File: src/rtl/tud_pkg.sv
package tud_pkg;

  // Number of terminal units and the index width that follows from it.
  localparam int unsigned NUM_UNITS = 4;
  localparam int unsigned UNIT_W    = (NUM_UNITS > 1) ? $clog2(NUM_UNITS) : 1;

  // Function codes of an input word.
  localparam logic [1:0] FN_READ  = 2'd0;
  localparam logic [1:0] FN_WRITE = 2'd1;
  localparam logic [1:0] FN_TICK  = 2'd2;

  // Result codes.
  localparam logic [1:0] RC_OK      = 2'd0;
  localparam logic [1:0] RC_BUSY    = 2'd1;
  localparam logic [1:0] RC_INVALID = 2'd2;

  // Status word layout.
  localparam logic [15:0] ST_RECV_MASK = 16'h0003;
  localparam logic [15:0] ST_XMIT_MASK = 16'h000c;
  localparam logic [15:0] ST_RECV_BUSY = 16'h0001;
  localparam logic [15:0] ST_XMIT_BUSY = 16'h0004;
  localparam logic [1:0]  XS_READY     = 2'd0;
  localparam logic [1:0]  XS_BUSY      = 2'd1;

  // Control word bits.
  localparam int unsigned CTL_SEND_BIT   = 0;
  localparam int unsigned CTL_RX_IRQ_BIT = 1;
  localparam int unsigned CTL_TX_IRQ_BIT = 2;

  // A received pause character is not latched.
  localparam logic [7:0] PAUSE_CHAR = 8'h40;

  typedef struct packed {
    logic [1:0]  func;
    logic [2:0]  unit;
    logic [15:0] control_word;
    logic        rx_present;
    logic [7:0]  rx_char;
  } in_word_t;

  typedef struct packed {
    logic [1:0]  result_code;
    logic [15:0] status_word;
    logic        tx_valid;
    logic [7:0]  tx_char;
    logic [1:0]  tx_unit;
    logic [1:0]  polled_unit;
    logic        irq_valid;
    logic [1:0]  irq_unit;
  } out_word_t;

  // Write-back request from the update logic to the memories.
  typedef struct packed {
    logic        st_we;
    logic [15:0] st_wdata;
    logic        ct_we;
    logic [15:0] ct_wdata;
  } upd_t;

endpackage

File: src/rtl/tud_if.sv
// Input channel.
interface tud_in_if;
  import tud_pkg::*;
  logic     valid;
  logic     ready;
  in_word_t data;
  modport source (output valid, output data, input ready);
  modport sink (input valid, input data, output ready);
endinterface

// Output channel.
interface tud_out_if;
  import tud_pkg::*;
  logic      valid;
  logic      ready;
  out_word_t data;
  modport source (output valid, output data, input ready);
  modport sink (input valid, input data, output ready);
endinterface

File: src/rtl/tud_ram.sv
module tud_ram #(
  parameter int unsigned WIDTH = 16,
  parameter int unsigned DEPTH = 4,
  localparam int unsigned AW = (DEPTH > 1) ? $clog2(DEPTH) : 1
) (
  input  logic             clk_i,
  input  logic             we_i,
  input  logic [AW-1:0]    waddr_i,
  input  logic [WIDTH-1:0] wdata_i,
  input  logic             re_i,
  input  logic [AW-1:0]    raddr_i,
  output logic [WIDTH-1:0] rdata_o
);

  logic [WIDTH-1:0] mem_q [DEPTH];

  // One write port and one registered read port.
  always_ff @(posedge clk_i) begin
    if (we_i) begin
      mem_q[waddr_i] <= wdata_i;
    end
    if (re_i) begin
      rdata_o <= mem_q[raddr_i];
    end
  end

endmodule

File: src/rtl/tud_update.sv
module tud_update
  import tud_pkg::*;
(
  input  in_word_t          req_i,
  input  logic [UNIT_W-1:0] addr_i,
  input  logic [15:0]       st_i,
  input  logic [15:0]       ct_i,
  output upd_t              upd_o,
  output out_word_t         res_o
);

  // Modify step: work out the new status and control words and the result.
  always_comb begin
    logic        unit_ok;
    logic [15:0] st;
    logic        irq;
    unit_ok = (32'(req_i.unit) < 32'(NUM_UNITS));
    st      = st_i;
    irq     = 1'b0;
    upd_o   = '0;
    res_o   = '0;
    case (req_i.func)
      FN_READ: begin
        if (!unit_ok) begin
          res_o.result_code = RC_INVALID;
        end else begin
          res_o.status_word = st_i;
          upd_o.st_we       = 1'b1;
          upd_o.st_wdata    = st_i & ~ST_RECV_MASK;
        end
      end
      FN_WRITE: begin
        if (!unit_ok) begin
          res_o.result_code = RC_INVALID;
        end else begin
          upd_o.ct_we    = 1'b1;
          upd_o.ct_wdata = req_i.control_word;
          if (req_i.control_word[CTL_SEND_BIT]) begin
            if (st_i[3:2] == XS_READY) begin
              res_o.tx_valid = 1'b1;
              res_o.tx_char  = req_i.control_word[15:8];
              res_o.tx_unit  = req_i.unit[1:0];
              upd_o.st_we    = 1'b1;
              upd_o.st_wdata = (st_i & ~ST_XMIT_MASK) | ST_XMIT_BUSY;
            end else if (st_i[3:2] == XS_BUSY) begin
              res_o.result_code = RC_BUSY;
            end
          end
        end
      end
      FN_TICK: begin
        // Latch a real character, otherwise drop receive back to ready.
        if (req_i.rx_present && (req_i.rx_char != PAUSE_CHAR)) begin
          st  = {req_i.rx_char, st[7:0]};
          st  = (st & ~ST_RECV_MASK) | ST_RECV_BUSY;
          irq = ct_i[CTL_RX_IRQ_BIT];
        end else begin
          st = st & ~ST_RECV_MASK;
        end
        // Retire a pending transmit.
        if (st[3:2] == XS_BUSY) begin
          st  = st & ~ST_XMIT_MASK;
          irq = irq | ct_i[CTL_TX_IRQ_BIT];
        end
        upd_o.st_we       = 1'b1;
        upd_o.st_wdata    = st;
        res_o.polled_unit = 2'(addr_i);
        res_o.irq_valid   = irq;
        res_o.irq_unit    = irq ? 2'(addr_i) : 2'd0;
      end
      default: begin
        res_o = '0;
      end
    endcase
  end

endmodule

File: src/rtl/four_unit_terminal_device.sv
// Terminal block with NUM_UNITS units, each holding a control word and a status
// word in two small memories. A word on the input channel is a status read, a
// control write or a poll tick; each gives exactly one result word. A word is
// accepted in S_IDLE, which reads both memories; S_EXEC then modifies the
// entries, writes them back and loads the result register, so the block
// takes a new word only after the last has left S_EXEC, as long as results are taken.
// This order is set by the registered read of the memories ahead of the write-back.
// Per-entry valid bits make every unit read as zero after reset, so no
// clearing pass is needed and the block is ready right after reset.
module four_unit_terminal_device
  import tud_pkg::*;
(
  input  logic      clk_i,
  input  logic      rst_ni,
  tud_in_if.sink    in_i,
  tud_out_if.source out_o
);

  typedef enum logic {
    S_IDLE,
    S_EXEC
  } state_e;

  state_e            state_q;
  logic              out_vld_q;
  out_word_t         out_data_q;
  in_word_t          req_q;
  logic [UNIT_W-1:0] addr_q;
  logic [UNIT_W-1:0] ptr_q;
  logic [NUM_UNITS-1:0] st_vld_q;
  logic [NUM_UNITS-1:0] ct_vld_q;

  logic              accept;
  logic [UNIT_W-1:0] ptr_d;
  logic [UNIT_W-1:0] raddr;
  logic [15:0]       st_rdata;
  logic [15:0]       ct_rdata;
  logic [15:0]       st_eff;
  logic [15:0]       ct_eff;
  upd_t              upd;
  out_word_t         res;

  // Take a word while idle and the result slot is free or draining.
  assign in_i.ready = (state_q == S_IDLE) && (!out_vld_q || out_o.ready);
  assign accept     = in_i.valid && in_i.ready;

  // Round-robin poll pointer.
  assign ptr_d = (32'(ptr_q) == NUM_UNITS - 1) ? '0 : ptr_q + 1'b1;
  assign raddr = (in_i.data.func == FN_TICK) ? ptr_d : UNIT_W'(in_i.data.unit);

  // Entries never written read as their reset value of zero.
  assign st_eff = st_vld_q[addr_q] ? st_rdata : 16'h0000;
  assign ct_eff = ct_vld_q[addr_q] ? ct_rdata : 16'h0000;

  tud_ram #(.WIDTH(16), .DEPTH(NUM_UNITS)) u_status_ram (
    .clk_i   (clk_i),
    .we_i    (upd.st_we && (state_q == S_EXEC)),
    .waddr_i (addr_q),
    .wdata_i (upd.st_wdata),
    .re_i    (accept),
    .raddr_i (raddr),
    .rdata_o (st_rdata)
  );

  tud_ram #(.WIDTH(16), .DEPTH(NUM_UNITS)) u_control_ram (
    .clk_i   (clk_i),
    .we_i    (upd.ct_we && (state_q == S_EXEC)),
    .waddr_i (addr_q),
    .wdata_i (upd.ct_wdata),
    .re_i    (accept),
    .raddr_i (raddr),
    .rdata_o (ct_rdata)
  );

  tud_update u_update (
    .req_i  (req_q),
    .addr_i (addr_q),
    .st_i   (st_eff),
    .ct_i   (ct_eff),
    .upd_o  (upd),
    .res_o  (res)
  );

  // Sequencer, result register and per-entry valid bits.
  always_ff @(posedge clk_i or negedge rst_ni) begin
    if (!rst_ni) begin
      state_q    <= S_IDLE;
      out_vld_q  <= 1'b0;
      out_data_q <= '0;
      req_q      <= '0;
      addr_q     <= '0;
      ptr_q      <= UNIT_W'(NUM_UNITS - 1);
      st_vld_q   <= '0;
      ct_vld_q   <= '0;
    end else begin
      unique case (state_q)
        S_IDLE: begin
          if (out_o.ready) begin
            out_vld_q <= 1'b0;
          end
          if (accept) begin
            req_q   <= in_i.data;
            addr_q  <= raddr;
            state_q <= S_EXEC;
            if (in_i.data.func == FN_TICK) begin
              ptr_q <= ptr_d;
            end
          end
        end
        S_EXEC: begin
          out_vld_q  <= 1'b1;
          out_data_q <= res;
          state_q    <= S_IDLE;
          if (upd.st_we) begin
            st_vld_q[addr_q] <= 1'b1;
          end
          if (upd.ct_we) begin
            ct_vld_q[addr_q] <= 1'b1;
          end
        end
        default: begin
          state_q <= S_IDLE;
        end
      endcase
    end
  end

  assign out_o.valid = out_vld_q;
  assign out_o.data  = out_data_q;

`ifndef NO_ASSERTIONS
  // An accepted word is always worked on in the following cycle.
  a_accept_exec: assert property (@(posedge clk_i) disable iff (!rst_ni)
    accept |=> (state_q == S_EXEC))
    else $error("accepted word did not enter execution");

  // A result appears only after an execution cycle.
  a_result_src: assert property (@(posedge clk_i) disable iff (!rst_ni)
    $rose(out_vld_q) |-> $past(state_q == S_EXEC))
    else $error("result raised without execution");

  // A pending result is never overwritten before it is taken.
  a_no_overwrite: assert property (@(posedge clk_i) disable iff (!rst_ni)
    (state_q == S_EXEC) |-> $past(!out_vld_q || out_o.ready))
    else $error("result register overwritten");

  // The poll pointer stays within the unit range.
  a_ptr_range: assert property (@(posedge clk_i) disable iff (!rst_ni)
    32'(ptr_q) < NUM_UNITS)
    else $error("poll pointer out of range");

  // An interrupt always names the polled unit, and only a clean result sends.
  a_irq_unit: assert property (@(posedge clk_i) disable iff (!rst_ni)
    (out_vld_q && out_data_q.irq_valid) |->
      (out_data_q.irq_unit == out_data_q.polled_unit) &&
      (out_data_q.result_code == RC_OK))
    else $error("interrupt unit mismatch");
`endif

endmodule
File: src/flat_wrapper.sv
// flat-port wrapper written by rule: the top's interface ports become plain ports
module four_unit_terminal_device_flat import tud_pkg::*;
  (clk_i, rst_ni, in_i_valid, in_i_data, in_i_ready, out_o_valid, out_o_data, out_o_ready);
  tud_in_if in_i_i ();
  tud_out_if out_o_i ();
  input  logic clk_i;
  input  logic rst_ni;
  input wire logic [$bits(in_i_i.valid)-1:0] in_i_valid;
  input wire logic [$bits(in_i_i.data)-1:0] in_i_data;
  output wire logic [$bits(in_i_i.ready)-1:0] in_i_ready;
  output wire logic [$bits(out_o_i.valid)-1:0] out_o_valid;
  output wire logic [$bits(out_o_i.data)-1:0] out_o_data;
  input wire logic [$bits(out_o_i.ready)-1:0] out_o_ready;
  assign in_i_i.valid = in_i_valid;
  assign in_i_i.data = in_i_data;
  assign in_i_ready = in_i_i.ready;
  assign out_o_valid = out_o_i.valid;
  assign out_o_data = out_o_i.data;
  assign out_o_i.ready = out_o_ready;
  four_unit_terminal_device u_core (.clk_i(clk_i), .rst_ni(rst_ni), .in_i(in_i_i), .out_o(out_o_i));
endmodule
File: config.mk
export PLATFORM = sky130hd
export DESIGN_NAME = four_unit_terminal_device_flat
export DESIGN_NICKNAME = d
export VERILOG_FILES = /design/src/rtl/tud_pkg.sv /design/src/rtl/tud_if.sv /design/src/rtl/tud_ram.sv /design/src/rtl/tud_update.sv /design/src/rtl/four_unit_terminal_device.sv /design/src/flat_wrapper.sv
export SDC_FILE = /design/constraint.sdc
export NUM_CORES = 1
export LEC_CHECK = 0
export ABC_CLOCK_PERIOD_IN_PS = 4650
export BUFFER_PORTS_ARGS = -buffer_cell sky130_fd_sc_hd__buf_2
export CAP_MARGIN = 20
export CORE_MARGIN = 4
export CORE_UTILIZATION = 45
export DETAILED_ROUTE_END_ITERATION = 6
export PLACE_DENSITY_LB_ADDON = 0.15
export SETUP_SLACK_MARGIN = 0.1
export SLEW_MARGIN = 20
export SYNTH_ARGS = -nofsm -noshare
export SYNTH_HDL_FRONTEND = slang
export SYNTH_HIERARCHICAL = 1
export SYNTH_SLANG_ARGS = --single-unit
File: constraint.sdc
create_clock -name clk_i -period 4.65 [get_ports clk_i]
set_input_delay 1.1625 -clock clk_i [delete_from_list [all_inputs] [get_ports clk_i]]
set_output_delay 1.1625 -clock clk_i [all_outputs]
set_load 0.01 [all_outputs]
* Yosys cells after proc, flatten, opt, wreduce, memory -nomap -nowiden
Memories as Yosys holds them, arrays and structs flattened. A register that Yosys moved wholly into a read port is not among the register bits. Cells that the tools add are included.
Operators by class: magnitude comparators 3, add/subtract/negate cells 1, mux-type cells 45, reduce and logical (&&, ||, !) cells 14, eq/ne operators 8, bitwise gates (word level) 4
Operators by type and width (count):
- $mux W16 | 5
- $mux W17 | 4
- $pmux W17 S3 | 1
- $mux W11 | 4
- $mux W34 | 1
- $mux W1 | 14
- $mux W2 | 7
- $ne A8 B7 Y1 const B | 1
- $or A4 B4 Y4 | 2
- $eq A2 B1 Y1 const B | 3
- $eq A2 B2 Y1 const B | 3
- $logic_and A1 B1 Y1 | 6
- $reduce_and A2 Y1 | 3
- $mux W5 | 1
- $bmux W1 S2 | 2
- $logic_not A2 Y1 | 2
- $mux W4 | 1
- $pmux W1 S2 | 2
- $pmux W2 S2 | 1
- $lt A2 B3 Y1 const B | 1
- $lt A3 B3 Y1 const B | 1
- $mux W3 | 1
- $reduce_and A3 Y1 | 1
- $add A2 B1 Y2 const B | 1
- other kinds (7) | 7
Word-level totals: RAM bits 128, output and inout port bits 36, input port bits 34, bits in registers 78, memories kept 2, word-level logic and storage cells 96
Memories:
- u_core.u_control_ram.mem_q | words 4, bits a word 16, rd ports 1, clocked after memory_dff 1, write ports 1, line tud_ram.sv:15 | logic [WIDTH-1:0] mem_q [DEPTH];
- u_core.u_status_ram.mem_q | words 4, bits a word 16, rd ports 1, clocked after memory_dff 1, write ports 1, line tud_ram.sv:15

* Depth between registers and ports, before layout
Gate-level depths: netlist of run 1.
depth in word-level cells 11, gate-level depth with buffers 9

* Modules after synthesis
The synthesis of run 1 kept the hierarchy.
Modules (own cells, without submodules):
- tud_ram | instances 2, cells each 104, area an instance 2857.7 µm², seq. area each 2402.3 µm²
- four_unit_terminal_device | instances 1, cells each 216, area an instance 3298.2 µm², seq. area each 1954.4 µm²
- tud_update | instances 1, cells each 85, area an instance 579.3 µm², seq. area each 0.0 µm²

* Worst setup path before layout of run 1
Ideal clock, no wire load.
path kind register to register, from reg u_core.addr_q[0], to mem u_core.u_status_ram.mem_q[0][0], enable pin, path buffers 1, cell stages (with the launch flop) 10, path slack 0.936 ns, required time 4.237 ns, clock period less this slack 3.714 ns, arrival time 3.301 ns, cells stage by stage dfrtp_1 -> buf_6 -> mux4_2 -> and2_2 -> nor2_1 -> and3_4 -> o21bai_1 -> nand2_1 -> inv_1 -> nor3b_1
RTL lines:
- start, declared | line four_unit_terminal_device.sv:28 | logic [UNIT_W-1:0] addr_q;
- start signal, assigned | line four_unit_terminal_device.sv:103 | addr_q <= raddr;
- end, declared | line tud_ram.sv:15

==> impl_results.md, run 1 <==
- Core Rows: 44
- Placer congestion estimate: 0.7100
- I/O Pins: 70
- Antenna violations before repair: 0
- Share of cells above drive strength 1: 43.50%
- Die width: 130.5 um
- CTS H-tree lvls: 4
- First-pass GRT wire length: 20.36 mm
- Vias in the first global route: 3722
- Ordered cell list for the critical path: mux4_2 -> and2_2 -> nor2_1 -> and3_4 -> o21bai_1 -> nand2_1 -> inv_1 -> nor3b_2 -> buf_4
- Number of nets in the layout: 491
- Post-CTS sizing: 0
- Setup CP Type: reg2reg
- Crit path launch type: flip-flop
- Arr. time, crit path: 3.73 ns
- Fmax: 275.2 MHz
- Gate Count Post-Synth: 385
- DR DRC count: 0
- Placed cells: 621
- Pwr Density: 537.4 nW/um^2
- Initial drt markers: 243
- Final Cycle Share: 78.15%
- Routed WL: 12.75 mm
- R2R depth: 9
- Post-Layout Inst Area: 7831 sq um
- Largest net degree at the start of global routing: 74
- Crit-path max FO: 18
- Syn Nets: 420
- Clk_lat worst skew: 0.42 ns
- Die Area: 17030 sq um
- CP required: 4.74 ns
- Routed vias: 3508
- Antenna violation net count after detailed routing: 0
- Detail Placement HPWL: 7.820 mm
- R2R Path Start: u_core/addr_q[0]
- Max clock buf depth: 2
- Number of max-cap violations: 0
- Final Setup Violations: 0
- Worst hold slack: 0.4590 ns
- Final setup skew: 0.01047 ns
- Buffers on Ports: 64
- Outcome: completed
- Crit-path leading delay family: simple AND/OR/NAND/NOR gates
- Worst min path class: reg2reg
- CTS Buf Count: 17
- Filler cell count: 1201
- R2r endpoint: u_core/u_status_ram/mem_q[0][15]
- First-pass iteration count of the detailed router: 4
- Overall Global Routing Usage: 16.16%
- Area post-placement: 7231 sq um
- Worst Hold Launch: u_core/ct_vld_q[0]
- CTS sink count: 163
- WP buf/inv: 2
- Antenna diodes: 0
- Starting Density: 46.11%
- Avg Cell Area, Syn: 17.54 sq um
- Final Max Slew Viols: 0
- Setup_tns: 0 ns
- Worst Hold Path EP: u_core/ct_vld_q[0]
- Post-CTS setup buffers: 0
- Clock root cell: clkbuf_16
- Overflow after GRT: 0
- Peak VDD IR: 0.0002752 V
- R2r setup slk: 1.02 ns
- Leakage: 0.003278 uW
- Worst slew margin: 37.46%
- Final hold violation count: 0
- CP endpoint kind: flip-flop
- CTS tree: built
- Worst stage delay on the critical path: 0.79 ns
- Core ar.: 14640 sq um
- Hold-fix buffer count after cts: 0
- Clock Pin Slew Worst Setup and Hold Paths: 0.06 ns
- Die Height: 130.5 um
- CP max-delay cell: mux4_2
- Worst Max-Slew Pin Slew: 0.9381 ns
- Cell count of the worst hold path: 1
- Finished Layout Cells: 653
- RSZ-0062 raised after global routing: no
- DR vias/cell: 5.372
- Post-layout min period: 3.634 ns
- Mapped cell area: 6753 sq um
- Area growth from synthesis to layout: 15.97%
- Synth Warn #: 6
- Drt wl/cell: 19.52 um
-- through the flow --
| stage | worst slack, ns | util [%] | power (uW) |
|---|---|---|---|
| 4_1_cts | 0.9678 | 53.48 | 4270 |
| 2_1_floorplan | 0.9364 | - | 2595 |
| 3_3_place_gp | 1.003 | 49.38 | 2795 |
| 3_5_place_dp | 0.9651 | 49.38 | 2826 |
| 5_1_grt | 0.6935 | 53.48 | 4428 |
| 6_report | 1.016 | 53.48 | 4209 |
-- routing by layer --
| metal | up-vias | GRT usage [%] | share of wire, % |
|---|---|---|---|
| met5 | - | 0 | 0 |
| li1 | 1599 | - | - |
| met2 | 75 | 26.24 | 51 |
| met3 | 10 | 3.618 | 4.4 |
| met1 | 1824 | 21.24 | 44 |
| met4 | 0 | 6.534 | 1.2 |
-- where the power goes --
group,switching [uW],internal (uW)
clock,530,893
sequential,136,1810
combinational,418,425
-- final cells by class --
| type | instances | area, sq um | area share, % |
|---|---|---|---|
| Sequential cell | 163 | 4533 | 57.88 |
| Multi-Input combinational cell | 199 | 2064 | 26.36 |
| Clock buffer | 21 | 440.4 | 5.624 |
| Timing Repair Buffer | 71 | 387.9 | 4.953 |
| Tap cell | 184 | 230.2 | 2.940 |
| Clock inverter | 11 | 160.2 | 2.045 |
| Inverter | 4 | 15.01 | 0.1917 |
-- flip-flops by register name, summed over array words and instances, names as in the netlist --
signal / count
u_core/ct_vld_q: 4
u_core/out_o.data: 34
u_core/addr_q: 2
u_core/u_status_ram/rdata_o: 16
u_core/state_q: 1
u_core/u_status_ram/mem_q: 64
u_core/u_control_ram/mem_q: 8
u_core/out_o.valid: 1
u_core/ptr_q: 2
u_core/u_control_ram/rdata_o: 2
u_core/req_q: 25
u_core/st_vld_q: 4
-- cells in the final DEF (no fill, tap or decap), drive strengths merged --
master     n
edfxtp    90
dfrtp     71
buf       71
mux2      65
and2      54
clkbuf    21
mux4      20
a22o       8
clkinv     6
nor3b      6
o21bai     5
a21o       5
and3       5
bufinv     4
inv        4
and3b      4
nor2b      4
nor2       3
nand2      3
nand2b     2
a31o       2
dfstp      2
nor4b      2
a21oi      2
nand3b     2
clkinvlp   1
or2        1
or2b       1
ha         1
nor3       1
nor4       1
nand3      1
a32o       1
-- worst max-delay path by stage --
stage / from / end / slack (ns) / cells past startpoint
global route: u_core/addr_q[0] / u_core/u_status_ram/mem_q[0][10] / 0.69 / 9
detailed placement: u_core/addr_q[0] / u_core/u_status_ram/mem_q[0][9] / 0.97 / 9
CTS: u_core/addr_q[0] / u_core/u_status_ram/mem_q[0][0] / 0.97 / 9
global placement: u_core/addr_q[0] / u_core/u_status_ram/mem_q[0][14] / 1.00 / 9
floorplan: u_core/addr_q[0] / u_core/u_status_ram/mem_q[0][0] / 0.94 / 9
finish: u_core/addr_q[0] / u_core/u_status_ram/mem_q[0][15] / 1.02 / 9
Power figures use the tool's default switching activity.
==> inputs of run 2 (changes only) <==
ABC_CLOCK_PERIOD_IN_PS = 3400   (was 4650)
clock period = 3.4 ns   (was 4.65 ns; I/O delays follow)
==> impl_results.md, run 2 (synthesized netlist as in run 1, its figures left out) <==
- Outcome: completed (unchanged)
- Routed WL: 12.96 mm (was 12.75 mm)
- I/O Pins: 70 (unchanged)
- Worst Hold Path EP: u_core/st_vld_q[0] (was u_core/ct_vld_q[0])
- DR DRC count: 0 (unchanged)
- First-pass GRT wire length: 20.40 mm (was 20.36 mm)
- Setup_tns: 0 ns (unchanged)
- Drt wl/cell: 19.63 um (was 19.52 um)
- Commonest non-fill, non-tap cell in the layout: edfxtp_1 (unchanged)
- Hold-fix buffer count after cts: 0 (unchanged)
- Commonest non-fill, non-tap cells in the layout: edfxtp_1 (90), dfrtp_1 (70), buf_2 (63), mux2_2 (63), and2_1 (37) (unchanged)
- Number of max-cap violations: 0 (unchanged)
- Final worst setup slack: 0.5991 ns (was 1.016 ns)
- Placer congestion estimate: 0.7175 (was 0.7100)
- Cell count of the worst hold path: 1 (unchanged)
- Die width: 130.5 um (unchanged)
- Arr. time, crit path: 2.90 ns (was 3.73 ns)
- Clock Pin Slew Worst Setup and Hold Paths: 0.06 ns (about the same)
- Worst Hold Launch: u_core/st_vld_q[0] (was u_core/ct_vld_q[0])
- Post-CTS sizing: 0 (unchanged)
- Final setup skew: 0.008371 ns (was 0.01047 ns)
- Final Cycle Share: 82.38% (was 78.15%)
- Overall Global Routing Usage: 16.52% (was 16.16%)
- Largest net degree at the start of global routing: 74 (unchanged)
- Routed met1 length: 5.735 mm (was 5.550 mm)
- CTS Buf Count: 17 (unchanged)
- Core ar.: 14640 sq um (unchanged)
- Post-CTS setup buffers: 0 (unchanged)
- Top reg by flops: u_core/u_status_ram/mem_q (unchanged)
- Post-layout min period: 2.801 ns (was 3.634 ns)
- Clk_lat worst skew: 0.42 ns (about the same)
- Buffers on Ports: 64 (unchanged)
- RSZ-0062 raised after global routing: no (unchanged)
- Pwr Density: 717.8 nW/um^2 (was 537.4 nW/um^2)
- Peak VDD IR: 0.0003872 V (was 0.0002752 V)
- Max clock buf depth: 2 (unchanged)
- Initial drt markers: 236 (was 243)
- Antenna violation net count after detailed routing: 0 (unchanged)
- Antenna violations before repair: 0 (unchanged)
- CTS H-tree lvls: 4 (unchanged)
- Starting Density: 46.11% (unchanged)
- Antenna diodes: 0 (unchanged)
- Placed cells: 628 (was 621)
- Post-placement worst setup slack: 0.5729 ns (was 0.9651 ns)
- CP endpoint kind: flip-flop (unchanged)
- R2r endpoint: u_core/u_status_ram/mem_q[1][14] (was u_core/u_status_ram/mem_q[0][15])
- Routed vias: 3502 (was 3508)
- Clock root cell: clkbuf_16 (unchanged)
- CP required: 3.50 ns (was 4.74 ns)
- Crit-path max FO: 16 (was 18)
- Filler cell count: 1229 (was 1201)
- Final hold violation count: 0 (unchanged)
- CTS sink count: 163 (unchanged)
- Finished Layout Cells: 660 (was 653)
- Vias in the first global route: 3694 (was 3722)
- Largest register FFs: 64 (unchanged)
- Seq. cell area: 4533 sq um (unchanged)
- Fmax: 357.0 MHz (was 275.2 MHz)
- Post-layout util: 53.45% (was 53.48%)
- Die Height: 130.5 um (unchanged)
- Final Setup Violations: 0 (unchanged)
- Met2 routed WL: 6.388 mm (was 6.479 mm)
- Core Rows: 44 (unchanged)
- Crit path launch type: flip-flop (unchanged)
- Final Max Slew Viols: 0 (unchanged)
- Leakage: 0.003291 uW (was 0.003278 uW)
- Footprint of the multi-input gates: 2064 sq um (unchanged)
- Die Area: 17030 sq um (unchanged)
- Area growth from synthesis to layout: 15.92% (was 15.97%)
- Top Layer Used: met4 (unchanged)
- R2R Path Start: u_core/addr_q[0] (unchanged)
- Met3 Wirelength: 622 um (was 560 um)
- Detail Placement HPWL: 8.124 mm (was 7.820 mm)
- First-pass iteration count of the detailed router: 4 (unchanged)
- Tot Pwr: 5619 uW (was 4209 uW)
- Worst min path class: reg2reg (unchanged)
- Share of cells above drive strength 1: 44.12% (was 43.50%)
- R2r setup slk: 0.60 ns (was 1.02 ns)
- CTS tree: built (unchanged)
- Overflow after GRT: 0 (unchanged)
- Worst Max-Slew Pin Slew: 0.9460 ns (was 0.9381 ns)
- Worst slew margin: 36.93% (was 37.46%)
- Number of nets in the layout: 498 (was 491)
- DR vias/cell: 5.306 (was 5.372)
- Setup CP Type: reg2reg (unchanged)
- R2R depth: 9 (unchanged)
-- run 2: cell type report --
type                       instances  share of cell area, %
sequential                       163                  57.91
multi-input combinational        199                  26.37
clock buffer                      26                  6.250
timing repair buffer              78                  5.627
tap                              184                  2.941
clock inverter                     6                 0.7033
inverter                           4                 0.1918
-- run 2: metal layers --
metal  GRT usage (%)  vias up
met2           26.42       75
met4           6.776        0
met5               0        -
li1                -     1617
met1           21.91     1795
met3           3.902       15
-- run 2: power by group --
| group | internal [uW] | switching, uW |
|---|---|---|
| registers | 2470 | 160 |
| logic | 611 | 601 |
| clock network | 1060 | 716 |
-- run 2: critical path, cell delays in order, from the launching register on --
cell	delay [ns]
dfrtp_1	0.37
mux4_2	0.54
and2_2	0.24
nor2_1	0.10
and3_4	0.18
o21bai_1	0.22
nand2_1	0.15
inv_1	0.19
and3b_1	0.19
buf_4	0.28
-- run 2: worst max path at each step --
| stage | start | end | slack, ns |
|---|---|---|---|
| after floorplan | u_core/addr_q[0] | u_core/u_status_ram/mem_q[0][0] | 0.24 |
| after global placement | u_core/addr_q[0] | u_core/u_status_ram/mem_q[2][14] | 0.62 |
| after detailed placement | u_core/addr_q[0] | u_core/u_status_ram/mem_q[1][14] | 0.57 |
| after CTS | u_core/addr_q[0] | u_core/u_status_ram/mem_q[1][14] | 0.57 |
| after global routing | u_core/addr_q[0] | u_core/u_status_ram/mem_q[2][7] | 0.42 |
| final | u_core/addr_q[0] | u_core/u_status_ram/mem_q[1][14] | 0.60 |
-- run 2: per-stage QoR --
stage | area [sq um] | hold slack (ns)
2_1_floorplan | 6758 | 0.4233
6_report | 7828 | 0.4572
3_3_place_gp | 7283 | 0.4368
4_1_cts | 7828 | 0.4569
3_5_place_dp | 7283 | 0.4434
5_1_grt | 7828 | 0.4821
==> inputs of run 3 (changes only) <==
ABC_CLOCK_PERIOD_IN_PS = 2400   (was 3400)
clock period = 2.4 ns   (was 3.4 ns; I/O delays follow)
==> impl_results.md, run 3 (synthesized netlist as in run 1, its figures left out) <==
- Outcome: completed (unchanged)
- Die width: 130.5 um (unchanged)
- Post-layout util: 55.25% (was 53.45%)
- Final hold violation count: 0 (unchanged)
- Largest net degree at the start of global routing: 37 (was 74)
- Post-layout min period: 2.385 ns (was 2.801 ns)
- RSZ-0062 raised after global routing: yes (was no)
- R2R depth: 10 (was 9)
- Setup_tns: 0 ns (unchanged)
- Antenna violations before repair: 0 (unchanged)
- Worst setup path startpoint: u_core/addr_q[0] (unchanged)
- Vias in the first global route: 3789 (was 3694)
- Placer congestion estimate: 0.7194 (was 0.7175)
- I/O Pins: 70 (unchanged)
- CTS tree: built (unchanged)
- Core ar.: 14640 sq um (unchanged)
- Peak VDD IR: 0.0005516 V (was 0.0003872 V)
- Detail Placement HPWL: 8.369 mm (was 8.124 mm)
- Finished Layout Cells: 679 (was 660)
- Overflow after GRT: 0 (unchanged)
- Clk_lat worst skew: 0.42 ns (about the same)
- R2r endpoint: u_core/u_status_ram/mem_q[0][3] (was u_core/u_status_ram/mem_q[1][14])
- R2R Path Start: u_core/addr_q[0] (unchanged)
- Clock root cell: clkbuf_16 (unchanged)
- Number of max-cap violations: 0 (unchanged)
- Routed WL: 13.11 mm (was 12.96 mm)
- Crit path launch type: flip-flop (unchanged)
- First-pass iteration count of the detailed router: 4 (unchanged)
- Number of nets in the layout: 517 (was 498)
- Placed cells: 640 (was 628)
- CP max-delay cell: mux4_2 (unchanged)
- Initial drt markers: 218 (was 236)
- R2r setup slk: 0.02 ns (was 0.60 ns)
- Final Max Slew Viols: 0 (unchanged)
- Final Setup Violations: 0 (unchanged)
- Core Rows: 44 (unchanged)
- Antenna diodes: 0 (unchanged)
- Arr. time, crit path: 2.51 ns (was 2.90 ns)
- Worst stage delay on the critical path: 0.54 ns (about the same)
- Largest register FFs: 64 (unchanged)
- Drt wl/cell: 19.30 um (was 19.63 um)
- Worst slew margin: 57.27% (was 36.93%)
- Pwr Density: 988.4 nW/um^2 (was 717.8 nW/um^2)
- Max clock buf depth: 2 (unchanged)
- Worst Max-Slew Pin Slew: 0.6352 ns (was 0.9460 ns)
- CTS Buf Count: 17 (unchanged)
- Final setup skew: 0.01028 ns (was 0.008371 ns)
- Crit-path max FO: 8 (was 16)
- Tot Pwr: 7998 uW (was 5619 uW)
- Die Area: 17030 sq um (unchanged)
- DR vias/cell: 5.278 (was 5.306)
- CTS H-tree lvls: 4 (unchanged)
- Starting Density: 46.11% (unchanged)
- Fmax: 419.3 MHz (was 357.0 MHz)
- CP required: 2.53 ns (was 3.50 ns)
- Commonest non-fill, non-tap cells in the layout: edfxtp_1 (90), dfrtp_1 (69), buf_2 (63), mux2_2 (63), and2_1 (36) (was edfxtp_1 (90), dfrtp_1 (70), buf_2 (63), mux2_2 (63), and2_1 (37))
- Share of cells above drive strength 1: 48.28% (was 44.12%)
- CP endpoint kind: flip-flop (unchanged)
- Buffers on Ports: 64 (unchanged)
- CTS sink count: 163 (unchanged)
- Final Cycle Share: 99.37% (was 82.38%)
- Top reg by flops: u_core/u_status_ram/mem_q (unchanged)
- Routed vias: 3584 (was 3502)
- Die Height: 130.5 um (unchanged)
- Commonest non-fill, non-tap cell in the layout: edfxtp_1 (unchanged)
- Area growth from synthesis to layout: 19.83% (was 15.92%)
- DR DRC count: 0 (unchanged)
- Ordered cell list for the critical path: mux4_2 -> and2_4 -> nor2_2 -> and3_4 -> o21bai_4 -> nand2_2 -> inv_2 -> nor3b_4 -> buf_4 -> buf_12 (was mux4_2 -> and2_2 -> nor2_1 -> and3_4 -> o21bai_1 -> nand2_1 -> inv_1 -> and3b_1 -> buf_4)
- Overall Global Routing Usage: 16.69% (was 16.52%)
- Leakage: 0.003401 uW (was 0.003291 uW)
- Clock Pin Slew Worst Setup and Hold Paths: 0.06 ns (about the same)
- Hold-fix buffer count after cts: 0 (unchanged)
- Setup CP Type: reg2reg (unchanged)
- Worst min path class: in2async (was reg2reg)
- Antenna violation net count after detailed routing: 0 (unchanged)
- First-pass GRT wire length: 20.98 mm (was 20.40 mm)
==> run 3: cell count changes in the layout (fill, tap and decap cells not counted), sizes merged <==
cell,delta
clkinvlp,+4
buf,+19
clkbuf,-4
bufinv,-1
inv,+1
==> run 3: area by class of cell <==
class	instances	area, sq um
multi-input cells	199	2113
clock buffers	22	444.2
well taps	184	230.2
fillers	1180	6553
inverters	4	15.01
flip-flops and latches	163	4534
clock inverters	10	61.31
repair buffers	97	693.2
==> run 3: how the worst max path moves through the flow <==
stage	end	slack, ns	depth (start not counted)
after floorplan	u_core/u_status_ram/mem_q[0][0]	-0.35	9
after global placement	u_core/u_status_ram/mem_q[0][11]	0.04	9
after detailed placement	u_core/u_status_ram/mem_q[0][10]	0.03	9
after CTS	u_core/u_status_ram/mem_q[0][3]	0.002	10
after global routing	u_core/u_status_ram/mem_q[0][3]	-0.10	10
final	u_core/u_status_ram/mem_q[0][3]	0.02	10
==> run 3: through the flow <==
| step | setup slack [ns] | instance area (sq um) | hold slack, ns |
|---|---|---|---|
| 2_1_floorplan | -0.3506 | 6785 | 0.3044 |
| 3_5_place_dp | 0.03037 | 7476 | 0.4426 |
| 5_1_grt | -0.1050 | 8092 | 0.1517 |
| 4_1_cts | 0.001932 | 8064 | 0.1404 |
| 3_3_place_gp | 0.03626 | 7476 | 0.4344 |
| 6_report | 0.01506 | 8092 | 0.1317 |
==> run 3: per-layer routing <==
layer	part of all wire [%]	global-route usage, %	wire [um]
met5	0	0	0
met4	0.76	4.719	99
met3	4.3	5.081	562
met2	50	26.72	6493
met1	45	22.31	5951
==> run 3: repair_timing <==
item,4_1_cts,5_1_grt
pin swaps,2,4
setup buffers,5,1
gates resized for setup,6,5
gates cloned,1,0
endpoints found under the setup margin,72,96
==> run 3: critical path, delay by kind of cell (launching register included) <==
| kind | cells | cell delay, ns |
|---|---|---|
| flip-flops | 1 | 0.37 |
| AND/OR/NAND/NOR | 5 | 0.71 |
| AO/OA/AOI/OAI | 1 | 0.12 |
| multiplexers | 1 | 0.54 |
| buffers and inverters | 3 | 0.37 |
==> run 3: where the power goes <==
part / internal [uW] / total, uW / leakage [uW] / switching, uW
Combinational: 1010 / 1950 / 0.00141 / 940
Clock: 1310 / 2350 / 0.000235 / 1040
Sequential: 3500 / 3700 / 0.00175 / 199
